`src/sv/tmdm_pkg.sv`:
```
// shared types and constants for the trimmed mean unit
`timescale 1ns / 1ps

package tmdm_pkg;

    // field and accumulator widths
    localparam int SAMPLE_W = 32;
    localparam int SIZE_W   = 8;
    localparam int SUM_W    = 40;

    // divider iterates one quotient bit per cycle over the whole sum
    localparam int DIV_STEPS = SUM_W;
    localparam int DIV_CNT_W = $clog2(DIV_STEPS);

    // group size handling
    localparam logic [SIZE_W-1:0] GROUP_RESET = SIZE_W'(5);
    localparam logic [SIZE_W-1:0] MIN_GROUP   = SIZE_W'(3);
    localparam logic [SIZE_W-1:0] TRIM_COUNT  = SIZE_W'(2);

    // sequencer states
    typedef enum logic [2:0] {
        ST_IDLE,
        ST_TRIM_LO,
        ST_TRIM_HI,
        ST_START,
        ST_DIVIDE,
        ST_DELIVER
    } t_state;

    // divider status back to the sequencer
    typedef struct packed {
        logic busy;
        logic done;
    } t_div_stat;

endpackage

```
`src/sv/tmdm_div.sv`:
```
// iterative restoring divider, one quotient bit per cycle
`timescale 1ns / 1ps

module tmdm_div (
    input  logic                          i_clk,
    input  logic                          i_rst_n,
    input  logic                          i_start,
    input  logic [tmdm_pkg::SUM_W-1:0]    i_dividend,
    input  logic [tmdm_pkg::SIZE_W-1:0]   i_divisor,
    output tmdm_pkg::t_div_stat           o_stat,
    output logic [tmdm_pkg::SAMPLE_W-1:0] o_quotient
);
    import tmdm_pkg::*;

    logic [SUM_W-1:0]     r_work;
    logic [SUM_W-1:0]     n_work;
    logic [SIZE_W-1:0]    r_rem;
    logic [SIZE_W-1:0]    n_rem;
    logic [SIZE_W-1:0]    r_divisor;
    logic [DIV_CNT_W-1:0] r_cnt;
    logic                 r_busy;
    logic                 r_done;
    logic [SIZE_W:0]      w_shift;
    logic [SIZE_W:0]      w_diff;
    logic                 w_ge;

    // one restoring step: bring down the next dividend bit, try to subtract
    always_comb begin
        w_shift = {r_rem, r_work[SUM_W-1]};
        w_ge    = (w_shift >= {1'b0, r_divisor});
        w_diff  = w_shift - {1'b0, r_divisor};
        n_rem   = w_ge ? w_diff[SIZE_W-1:0] : w_shift[SIZE_W-1:0];
        n_work  = {r_work[SUM_W-2:0], w_ge};
    end

    // control: busy while the steps run, done pulse after the last step
    always_ff @(posedge i_clk) begin
        if (!i_rst_n) begin
            r_busy <= 1'b0;
            r_done <= 1'b0;
            r_cnt  <= '0;
        end else begin
            r_done <= 1'b0;
            if (i_start) begin
                r_busy <= 1'b1;
                r_cnt  <= DIV_CNT_W'(DIV_STEPS - 1);
            end else if (r_busy) begin
                if (r_cnt == '0) begin
                    r_busy <= 1'b0;
                    r_done <= 1'b1;
                end else begin
                    r_cnt <= r_cnt - 1'b1;
                end
            end
        end
    end

    // datapath: remainder and the dividend/quotient shift word
    always_ff @(posedge i_clk) begin
        if (i_start) begin
            r_work    <= i_dividend;
            r_rem     <= '0;
            r_divisor <= i_divisor;
        end else if (r_busy) begin
            r_work <= n_work;
            r_rem  <= n_rem;
        end
    end

    assign o_stat.busy = r_busy;
    assign o_stat.done = r_done;
    assign o_quotient  = r_work[SAMPLE_W-1:0];

`ifndef NO_ASSERTIONS
    // a start never lands on a division in flight
    a_no_restart: assert property (@(posedge i_clk) disable iff (!i_rst_n)
        i_start |-> !r_busy)
        else $error("divider started while busy");

    // done comes right after the final step
    a_done_after_busy: assert property (@(posedge i_clk) disable iff (!i_rst_n)
        r_done |-> $past(r_busy) && !r_busy)
        else $error("divider done without a finished run");

    // a divisor of zero never enters a run
    a_divisor_nonzero: assert property (@(posedge i_clk) disable iff (!i_rst_n)
        r_busy |-> r_divisor != '0)
        else $error("divider running with zero divisor");
`endif

endmodule

```
`src/sv/trimmed_mean_drop_min_max_unit.sv`:
```
// top level: group accumulator, trim sequencer and output register
`timescale 1ns / 1ps

// Trimmed mean unit. Takes unsigned 32-bit samples one beat at a time and groups
// them by the group_size register (reset value 5). At the end of each group it
// delivers one beat holding (sum - min - max) / (group_size - 2), truncated. A
// sample that does not close a group is accepted back to back. The closing
// sample starts a trim and divide pass (subtract the minimum, subtract the
// maximum, start, 40 bit-serial divider steps, the done pulse and a hand-off),
// during which o_stall stays high; the hand-off waits longer while i_stall holds
// an earlier result in the output register. With group_size below 3 every
// sample yields an average of 0 on the next cycle, and the next sample waits
// until that beat is taken. A pending register write holds o_stall high.
// Writing group_size restarts the current group; write it only while the unit
// is idle.
module trimmed_mean_drop_min_max_unit (
    input  logic                          i_clk,
    input  logic                          i_rst_n,
    // sample channel
    input  logic                          i_valid,
    output logic                          o_stall,
    input  logic [tmdm_pkg::SAMPLE_W-1:0] i_sample,
    // result channel
    output logic                          o_valid,
    input  logic                          i_stall,
    output logic [tmdm_pkg::SAMPLE_W-1:0] o_average,
    // group size register write
    input  logic                          i_cfg_valid,
    output logic                          o_cfg_ready,
    input  logic [tmdm_pkg::SIZE_W-1:0]   i_cfg_data
);
    import tmdm_pkg::*;

    t_state               r_state;
    t_state               n_state;
    logic [SIZE_W-1:0]    r_group_size;
    logic [SIZE_W-1:0]    r_count;
    logic [SIZE_W-1:0]    w_count_inc;
    logic [SUM_W-1:0]     r_sum;
    logic [SAMPLE_W-1:0]  r_min;
    logic [SAMPLE_W-1:0]  r_max;
    logic                 r_out_valid;
    logic [SAMPLE_W-1:0]  r_average;
    logic                 w_accept;
    logic                 w_cfg_wr;
    logic                 w_small;
    logic                 w_last;
    logic                 w_slot_free;
    logic                 w_div_start;
    logic                 w_deliver;
    logic                 w_clear;
    t_div_stat            w_div_stat;
    logic [SAMPLE_W-1:0]  w_quotient;

    // handshakes and group bookkeeping
    always_comb begin
        w_small     = (r_group_size < MIN_GROUP);
        w_cfg_wr    = i_cfg_valid && o_cfg_ready;
        w_accept    = i_valid && !o_stall;
        w_count_inc = r_count + 1'b1;
        w_last      = (w_count_inc == r_group_size);
        w_slot_free = !r_out_valid || !i_stall;
    end

    // next state
    always_comb begin
        n_state = r_state;
        case (r_state)
            ST_IDLE: begin
                if (w_accept && !w_small && w_last) begin
                    n_state = ST_TRIM_LO;
                end
            end
            ST_TRIM_LO: n_state = ST_TRIM_HI;
            ST_TRIM_HI: n_state = ST_START;
            ST_START:   n_state = ST_DIVIDE;
            ST_DIVIDE: begin
                if (w_div_stat.done) begin
                    n_state = ST_DELIVER;
                end
            end
            ST_DELIVER: begin
                if (w_slot_free) begin
                    n_state = ST_IDLE;
                end
            end
            default: n_state = ST_IDLE;
        endcase
    end

    // state outputs
    always_comb begin
        o_stall     = 1'b1;
        o_cfg_ready = 1'b0;
        w_div_start = 1'b0;
        w_deliver   = 1'b0;
        case (r_state)
            ST_IDLE: begin
                // a register write takes the cycle, samples wait behind it
                o_stall     = (r_out_valid && w_small) || i_cfg_valid;
                o_cfg_ready = 1'b1;
            end
            ST_START:   w_div_start = 1'b1;
            ST_DELIVER: w_deliver   = w_slot_free;
            default: begin
                o_stall = 1'b1;
            end
        endcase
        w_clear = w_cfg_wr || w_deliver;
    end

    always_ff @(posedge i_clk) begin
        if (!i_rst_n) begin
            r_state <= ST_IDLE;
        end else begin
            r_state <= n_state;
        end
    end

    // group size register
    always_ff @(posedge i_clk) begin
        if (!i_rst_n) begin
            r_group_size <= GROUP_RESET;
        end else if (w_cfg_wr) begin
            r_group_size <= i_cfg_data;
        end
    end

    // accumulators: sum, extremes and count, then trimmed in place
    always_ff @(posedge i_clk) begin
        if (!i_rst_n || w_clear) begin
            r_count <= '0;
            r_sum   <= '0;
            r_min   <= '1;
            r_max   <= '0;
        end else if (w_accept && !w_small) begin
            r_count <= w_count_inc;
            r_sum   <= r_sum + SUM_W'(i_sample);
            if (i_sample < r_min) begin
                r_min <= i_sample;
            end
            if (i_sample > r_max) begin
                r_max <= i_sample;
            end
        end else if (r_state == ST_TRIM_LO) begin
            r_sum <= r_sum - SUM_W'(r_min);
        end else if (r_state == ST_TRIM_HI) begin
            r_sum <= r_sum - SUM_W'(r_max);
        end
    end

    // divider for the trimmed sum
    tmdm_div u_div (
        .i_clk      (i_clk),
        .i_rst_n    (i_rst_n),
        .i_start    (w_div_start),
        .i_dividend (r_sum),
        .i_divisor  (r_group_size - TRIM_COUNT),
        .o_stat     (w_div_stat),
        .o_quotient (w_quotient)
    );

    // output register
    always_ff @(posedge i_clk) begin
        if (!i_rst_n) begin
            r_out_valid <= 1'b0;
        end else if (w_accept && w_small) begin
            r_out_valid <= 1'b1;
        end else if (w_deliver) begin
            r_out_valid <= 1'b1;
        end else if (!i_stall) begin
            r_out_valid <= 1'b0;
        end
    end

    always_ff @(posedge i_clk) begin
        if (w_accept && w_small) begin
            r_average <= '0;
        end else if (w_deliver) begin
            r_average <= w_quotient;
        end
    end

    assign o_valid   = r_out_valid;
    assign o_average = r_average;

`ifndef NO_ASSERTIONS
    // the divider only reports back while the sequencer waits for it
    a_done_in_divide: assert property (@(posedge i_clk) disable iff (!i_rst_n)
        w_div_stat.done |-> r_state == ST_DIVIDE)
        else $error("divider done outside the divide state");

    // a started division is running on the next cycle
    a_start_runs: assert property (@(posedge i_clk) disable iff (!i_rst_n)
        r_state == ST_START |=> w_div_stat.busy)
        else $error("divider did not start");

    // in idle the partial group is always short of a full group
    a_count_short: assert property (@(posedge i_clk) disable iff (!i_rst_n)
        (r_state == ST_IDLE && !w_small) |-> r_count < r_group_size)
        else $error("group count reached group size in idle");

    // a pending result is never overwritten by a new one
    a_no_overwrite: assert property (@(posedge i_clk) disable iff (!i_rst_n)
        (w_deliver || (w_accept && w_small)) |-> w_slot_free)
        else $error("result register overwritten");
`endif

endmodule
```
`config.mk`:
```
export PLATFORM = sky130hd
export DESIGN_NAME = trimmed_mean_drop_min_max_unit
export DESIGN_NICKNAME = d
export VERILOG_FILES = /design/src/sv/tmdm_pkg.sv /design/src/sv/tmdm_div.sv /design/src/sv/trimmed_mean_drop_min_max_unit.sv
export SDC_FILE = /design/constraint.sdc
export NUM_CORES = 1
export LEC_CHECK = 0
export BUFFER_PORTS_ARGS = -buffer_cell sky130_fd_sc_hd__buf_2
export CAP_MARGIN = 20
export CORE_MARGIN = 2
export CORE_UTILIZATION = 45
export DETAILED_ROUTE_END_ITERATION = 7
export SYNTH_ARGS = -nofsm -noshare
export SYNTH_HDL_FRONTEND = slang
export SYNTH_SLANG_ARGS = --single-unit
```
`constraint.sdc`:
```
create_clock -name i_clk -period 8.5 [get_ports i_clk]
set_input_delay 0.85 -clock i_clk [delete_from_list [all_inputs] [get_ports i_clk]]
set_output_delay 0.85 -clock i_clk [all_outputs]
set_load 0.03 [all_outputs]
```
-- Yosys cells after proc, flatten, opt, wreduce, memory -nomap -nowiden
Index checks and enable logic that the tools add are counted.
- bitwise logic cells: 3
- divide/modulo/power cells: 0
- multiplexer cells: 24
- magnitude comparators: 4
- equal/unequal tests: 11
- reductions and logical operators: 26
- shifts and indexed selects: 0
- $mul: 0
- add/subtract/negate cells: 7
- operators by type and width (operator ; count):
    two-way mux 40 bit ; 5
    subtractor 40 x 32 -> 40 bit ; 2
    adder 40 x 32 -> 40 bit ; 1
    > comparator 32 bit ; 1
    less-than comparator 32 bit ; 1
    two-way mux 6 bit ; 3
    one-hot mux 3 bit (6 select lines) ; 1
    two-way mux 1 bit ; 11
    greater-or-equal comparator 9 x 8 -> 1 bit ; 1
    two-way mux 3 bit ; 3
    adder 8 x 1 -> 8 bit (second input constant) ; 1
    equality test 8 bit ; 1
    less-than comparator 8 x 2 -> 1 bit (second input constant) ; 1
    two-way mux 8 bit ; 1
    AND reduction 2 bit ; 4
    subtractor 8 x 2 -> 8 bit (second input constant) ; 1
    subtractor 8 bit ; 1
    equality test 3 x 2 -> 1 bit (second input constant) ; 2
    equality test 3 bit (second input constant) ; 2
    logical AND 1 bit ; 6
    logical NOT 6 bit ; 1
    subtractor 6 x 1 -> 6 bit (second input constant) ; 1
    logical NOT 1 bit ; 5
    logical OR 1 bit ; 4
    other kinds (11) ; 15
- word-level logic and storage cells: 90
- memories: 0
- input bits: 45
- ROM bits: 0
- register bits: 220
- memory bits (writable): 0
- output and inout bits: 35
- latch bits: 0

-- Longest topological paths before layout
- word-level depth: 10
- depth in mapped cells: 30

-- Cells and area by module
A second synthesis with hierarchy kept.
- cell total of the unflattened synthesis: 1712
- area, all modules: 14306.2 um2
- by module, submodules not included (module ; cells an instance ; sequential area each (um2) ; area each (um2) ; instances):
    trimmed_mean_drop_min_max_unit ; 1452 ; 3123.0 ; 11005.6 ; 1
    tmdm_div ; 260 ; 1761.7 ; 3300.7 ; 1

-- Worst setup path before layout
Ideal clock, no wire load.
- path kind: register to register
- start point: register r_state[1]
- end point: register r_sum[39]
- slack: 2.515 ns
- stages on the path, launching flop included: 30
- buffers on the path: 7
- period minus slack after synthesis: 5.985 ns
- data arrival time: 5.853 ns
- library setup time: 0.133 ns
- cell sequence: dfxtp_1 -> buf_2 -> nor3b_4 -> buf_6 -> buf_2 -> buf_2 -> buf_1 -> clkbuf_1 -> mux2i_1 -> ha_1 -> o211ai_1 -> o21bai_1 -> or3_1 -> nor2_2 -> nand3_1 -> xor2_1 -> o21ai_0 -> ha_1 -> clkbuf_1 -> a21o_1 -> a21oi_1 -> o21ai_0 -> a21o_1 -> a21o_1 -> a211o_1 -> o22a_1 -> a41oi_1 -> nor4b_1 -> nor4_1 -> a31oi_1
- longest elaborated chain between the ends: 6
- elaborated cells between the ends (all ways): 16
- those cells by class: 3 x eq/ne; 5 x mux; 8 x reduce/logical
- ends and longest elaborated chain (element ; line ; source):
    start: declaration ; trimmed_mean_drop_min_max_unit.sv:34 ; t_state r_state;
    start signal: assignment ; trimmed_mean_drop_min_max_unit.sv:116 ; r_state <= n_state;
    logical NOT 3 bit ; trimmed_mean_drop_min_max_unit.sv:97 ; case (r_state)
    two-way mux 1 bit ; trimmed_mean_drop_min_max_unit.sv:97 ;
    logical NOT 1 bit ; trimmed_mean_drop_min_max_unit.sv:59 ; w_accept = i_valid && !o_stall;
    logical AND 1 bit ; trimmed_mean_drop_min_max_unit.sv:59 ;
    logical AND 1 bit ; trimmed_mean_drop_min_max_unit.sv:136 ; end else if (w_accept && !w_small) begin
    nonzero test 3 bit (no line) or two-way mux 40 bit (tied branches) ; - ;
    end signal: assignment ; trimmed_mean_drop_min_max_unit.sv:138 ; r_sum <= r_sum + SUM_W'(i_sample);
    end signal: assignment ; trimmed_mean_drop_min_max_unit.sv:146 ; r_sum <= r_sum - SUM_W'(r_min);
    end signal: assignment ; trimmed_mean_drop_min_max_unit.sv:148 ; r_sum <= r_sum - SUM_W'(r_max);
    end: declaration ; trimmed_mean_drop_min_max_unit.sv:39 ; logic [SUM_W-1:0] r_sum;
Parallel ways exist; a longest one is shown, timed or not.
A chain may end at the register's enable or synchronous reset.

-- Worst setup path in the final report
- start point: register r_state[0]
- end point: register r_sum[33]
Same word-level chain as after synthesis.

==> results.ini <==
[floorplanning]
die_area_um2 = 32700
rows = 64
die_h_um = 181
core_area_um2 = 30700
die_w_um = 181
initial_utilization_pct = 45.8
io_pins = 80

[worst_setup_path]
end_kind = register
crit_buf_inv = 1
cp_top_family = compound AO/OA/AOI/OAI gates
cpPeakStageDelay_ps = 670
cp.required_ps = 8950
critPathSlowestCell = o41ai_1
crit_arrival_ps = 6550
criticalPathCategory = register to register
path_max_fanout = 55
start_kind = register

[clock_network]
cts_sinks = 220
clkSlewWorstSetupHoldPaths_ps = 70
h-tree-depth = 1
ctsResizeCount = 0
cts_root_buffer = clkbuf_16
clk_path_buf_depth = 3
clock_latency_ps = 550
cts_tree = yes
postCtsSetupRepairBufs = 0
cts_hold_buf = 0
cts_made_buffers = 25

[drt]
viasPerCell = 5.51
dr.pass1.iters = 6
routedWlPerCell_um = 16.2
drt_iter0_markers = 1036
drt-total-wl_um = 36300
remaining_drc_errors = 0
drtAntennaViolNets = 0
vias = 12300

[timing]
finalSetupViolations = 0
holdWs_ps = 450
worstMarginPinSlew_ps = 1080
slew_headroom_pct = 28.1
finalMaxSlewViolations = 0
fmax_ghz = 0.164
timing.final.crit_share_pct = 71.8
rsz0062_at_grt = false
skew_ps = 14.9
tns_ps = 0
min_period_ps = 6110
hold_viol_final = 0

[job]
drv_cap = 0

[power_and_ir_drop]
peakVddDrop_mv = 0.150
p_sw_mw = 1.55
p_comb_share_pct = 41.5
power_density_nw_per_um2 = 260
power_frac_seq_pct = 30.6
swShare_pct = 38.1
leakage_nw = 6.96
intPower_mw = 2.51
clkPwrFrac_pct = 27.9

[finish]
area_delta_synth_final_pct = 10.8
nNetsFinal = 1979
num-fill-cells = 2951
drive_gt1_share_pct = 8.55
num_antenna_cells = 0

[yosys]
async_reset_ff_share_pct = 0
synth-seq-cells = 220
yosysWarnings = 0
syn_inst = 1794
ys_seq_area_share_pct = 34.7
syn_area_um2 = 14100
synth_area_per_cell_um2 = 7.84
ys.flop_type = dfxtp_1
synth.distinct_cells = 67
synth-edff-count = 48
syn-num-nets = 1956

[global_routing]
antenna_found_initial = 0
grt_pass1_wl_um = 60600
grt_pass1_vias = 11600
grt_overflow = 0
grt_max_degree = 56
grt_usage_pct = 22.0

[placed_design]
gp_congestion = 0.882
portBuffers = 79
place_hpwl_um = 26100

[status]
status = finished, final reports clean

[worst_hold_path]
min_path_type = register to register

-- area by class of cell --
cell class | count | area (um^2) | share of cell area, %
flip-flops and latches | 220 | 4880 | 31.3
clock buffers | 39 | 769 | 4.94
repair buffers | 92 | 493 | 3.16
well taps | 396 | 495 | 3.18
inverters | 95 | 357 | 2.29
multi-input cells | 1383 | 8480 | 54.4
clock inverters | 7 | 100 | 0.642
-- path summary, 6_finish.rpt --
| path | to | slack [ps] | depth (start not counted) | start |
|---|---|---|---|---|
| worst max register to register | r_sum[33] | 2390 | 25 | r_state[0] |
| worst min register to register | o_average[18] | 450 | 2 | o_average[18] |
| worst max-delay path | r_sum[33] | 2390 | 25 | r_state[0] |
| worst min-delay path | o_average[18] | 450 | 2 | o_average[18] |
-- Yosys cell counts, drive strengths merged (18+ instances only) --
master	number	area, um^2
nand2	327	1230
dfxtp	172	3440
a21oi	154	771
nor2	148	593
ha	115	1440
o21ai	115	576
nand3	97	485
inv	95	357
clkbuf	80	300
xnor2	61	534
a21o	48	360
edfxtp	48	1440
mux2i	44	457
nor3	33	170
xor2	31	272
nand4	27	169
nand2b	18	113
-- registers in the layout (all words and copies together) (netlist names) --
register,flops
o_average,32
o_valid,1
r_count,8
r_group_size,8
r_max,32
r_min,32
r_state,3
r_sum,40
u_div.r_busy,1
u_div.r_cnt,6
u_div.r_divisor,8
u_div.r_done,1
u_div.r_rem,8
u_div.r_work,40
-- power by group through the flow --
stage / registers (mW) / logic [mW] / clock network (mW)
final: 1.24 / 1.68 / 1.13
after global routing: 1.25 / 1.90 / 1.20
after CTS: 1.24 / 1.67 / 1.16
after detailed placement: 1.26 / 1.66 / 0
after global placement: 1.26 / 1.64 / 0
after floorplan: 1.24 / 1.32 / 0
-- stage by stage --
stage               setup WS, ps  utilization, %  area, um^2  total power [mW]  cells
floorplan                   2510               -       14100              2.56   1794
global placement            2590            48.0       14700              2.91   2186
detailed placement          2470            48.0       14700              2.92   2186
CTS                         2430            50.8       15600              4.07   2232
global route                1690            50.8       15600              4.35   2232
finish                      2390            50.8       15600              4.05   2232
-- worst reg2reg max path: cells and delay by family, from the launching register on --
| kind | cells | cell delay (ps) |
|---|---|---|
| xor+xnor | 1 | 160 |
| fa+ha+maj | 2 | 660 |
| flops | 1 | 490 |
| simple gates | 11 | 1930 |
| mux | 1 | 310 |
| compound gates | 9 | 1970 |
| buf+inv | 1 | 510 |
-- routing by layer --
metal | track usage (%) | wire [um] | vias up
li1 | - | - | 6254
met1 | 33.9 | 18900 | 5735
met2 | 32.8 | 15000 | 277
met3 | 2.68 | 1710 | 41
met4 | 4.19 | 666 | 0
met5 | 0 | 0 | -
-- kinds of logic after synthesis --
family                     Yosys count  synth area share (%)
AOI/OAI and AO/OA                  399                  16.7
xor gates and xnor gates            92                  5.73
adders and majority gates          117                  10.5
buffers and inverters              191                  5.33
DFF                                220                  34.7
muxes                               44                  3.25
and+or+nand+nor                    731                  23.7
-- cells in the final DEF, fill, tap and decap left out, types with 6 or more instances in the layout --
cell / instances
nand2_1: 326
dfxtp_1: 172
a21oi_1: 152
nor2_1: 143
ha_1: 115
o21ai_0: 110
inv_1: 95
nand3_1: 95
buf_2: 79
xnor2_1: 61
a21o_1: 48
edfxtp_1: 48
mux2i_1: 42
nor3_1: 32
xor2_1: 31
nand4_1: 27
clkbuf_16: 26
nand2b_1: 17
nor2b_1: 17
a211oi_1: 14
a21boi_0: 14
nor4_1: 13
buf_4: 13
o21a_1: 11
or3_1: 8
nor4b_1: 8
and3_1: 7
clkbuf_8: 7
o211ai_1: 6
o21bai_1: 6
a31oi_1: 6
clkbuf_1: 6
No activity file was read; power rests on OpenSTA's default activity.
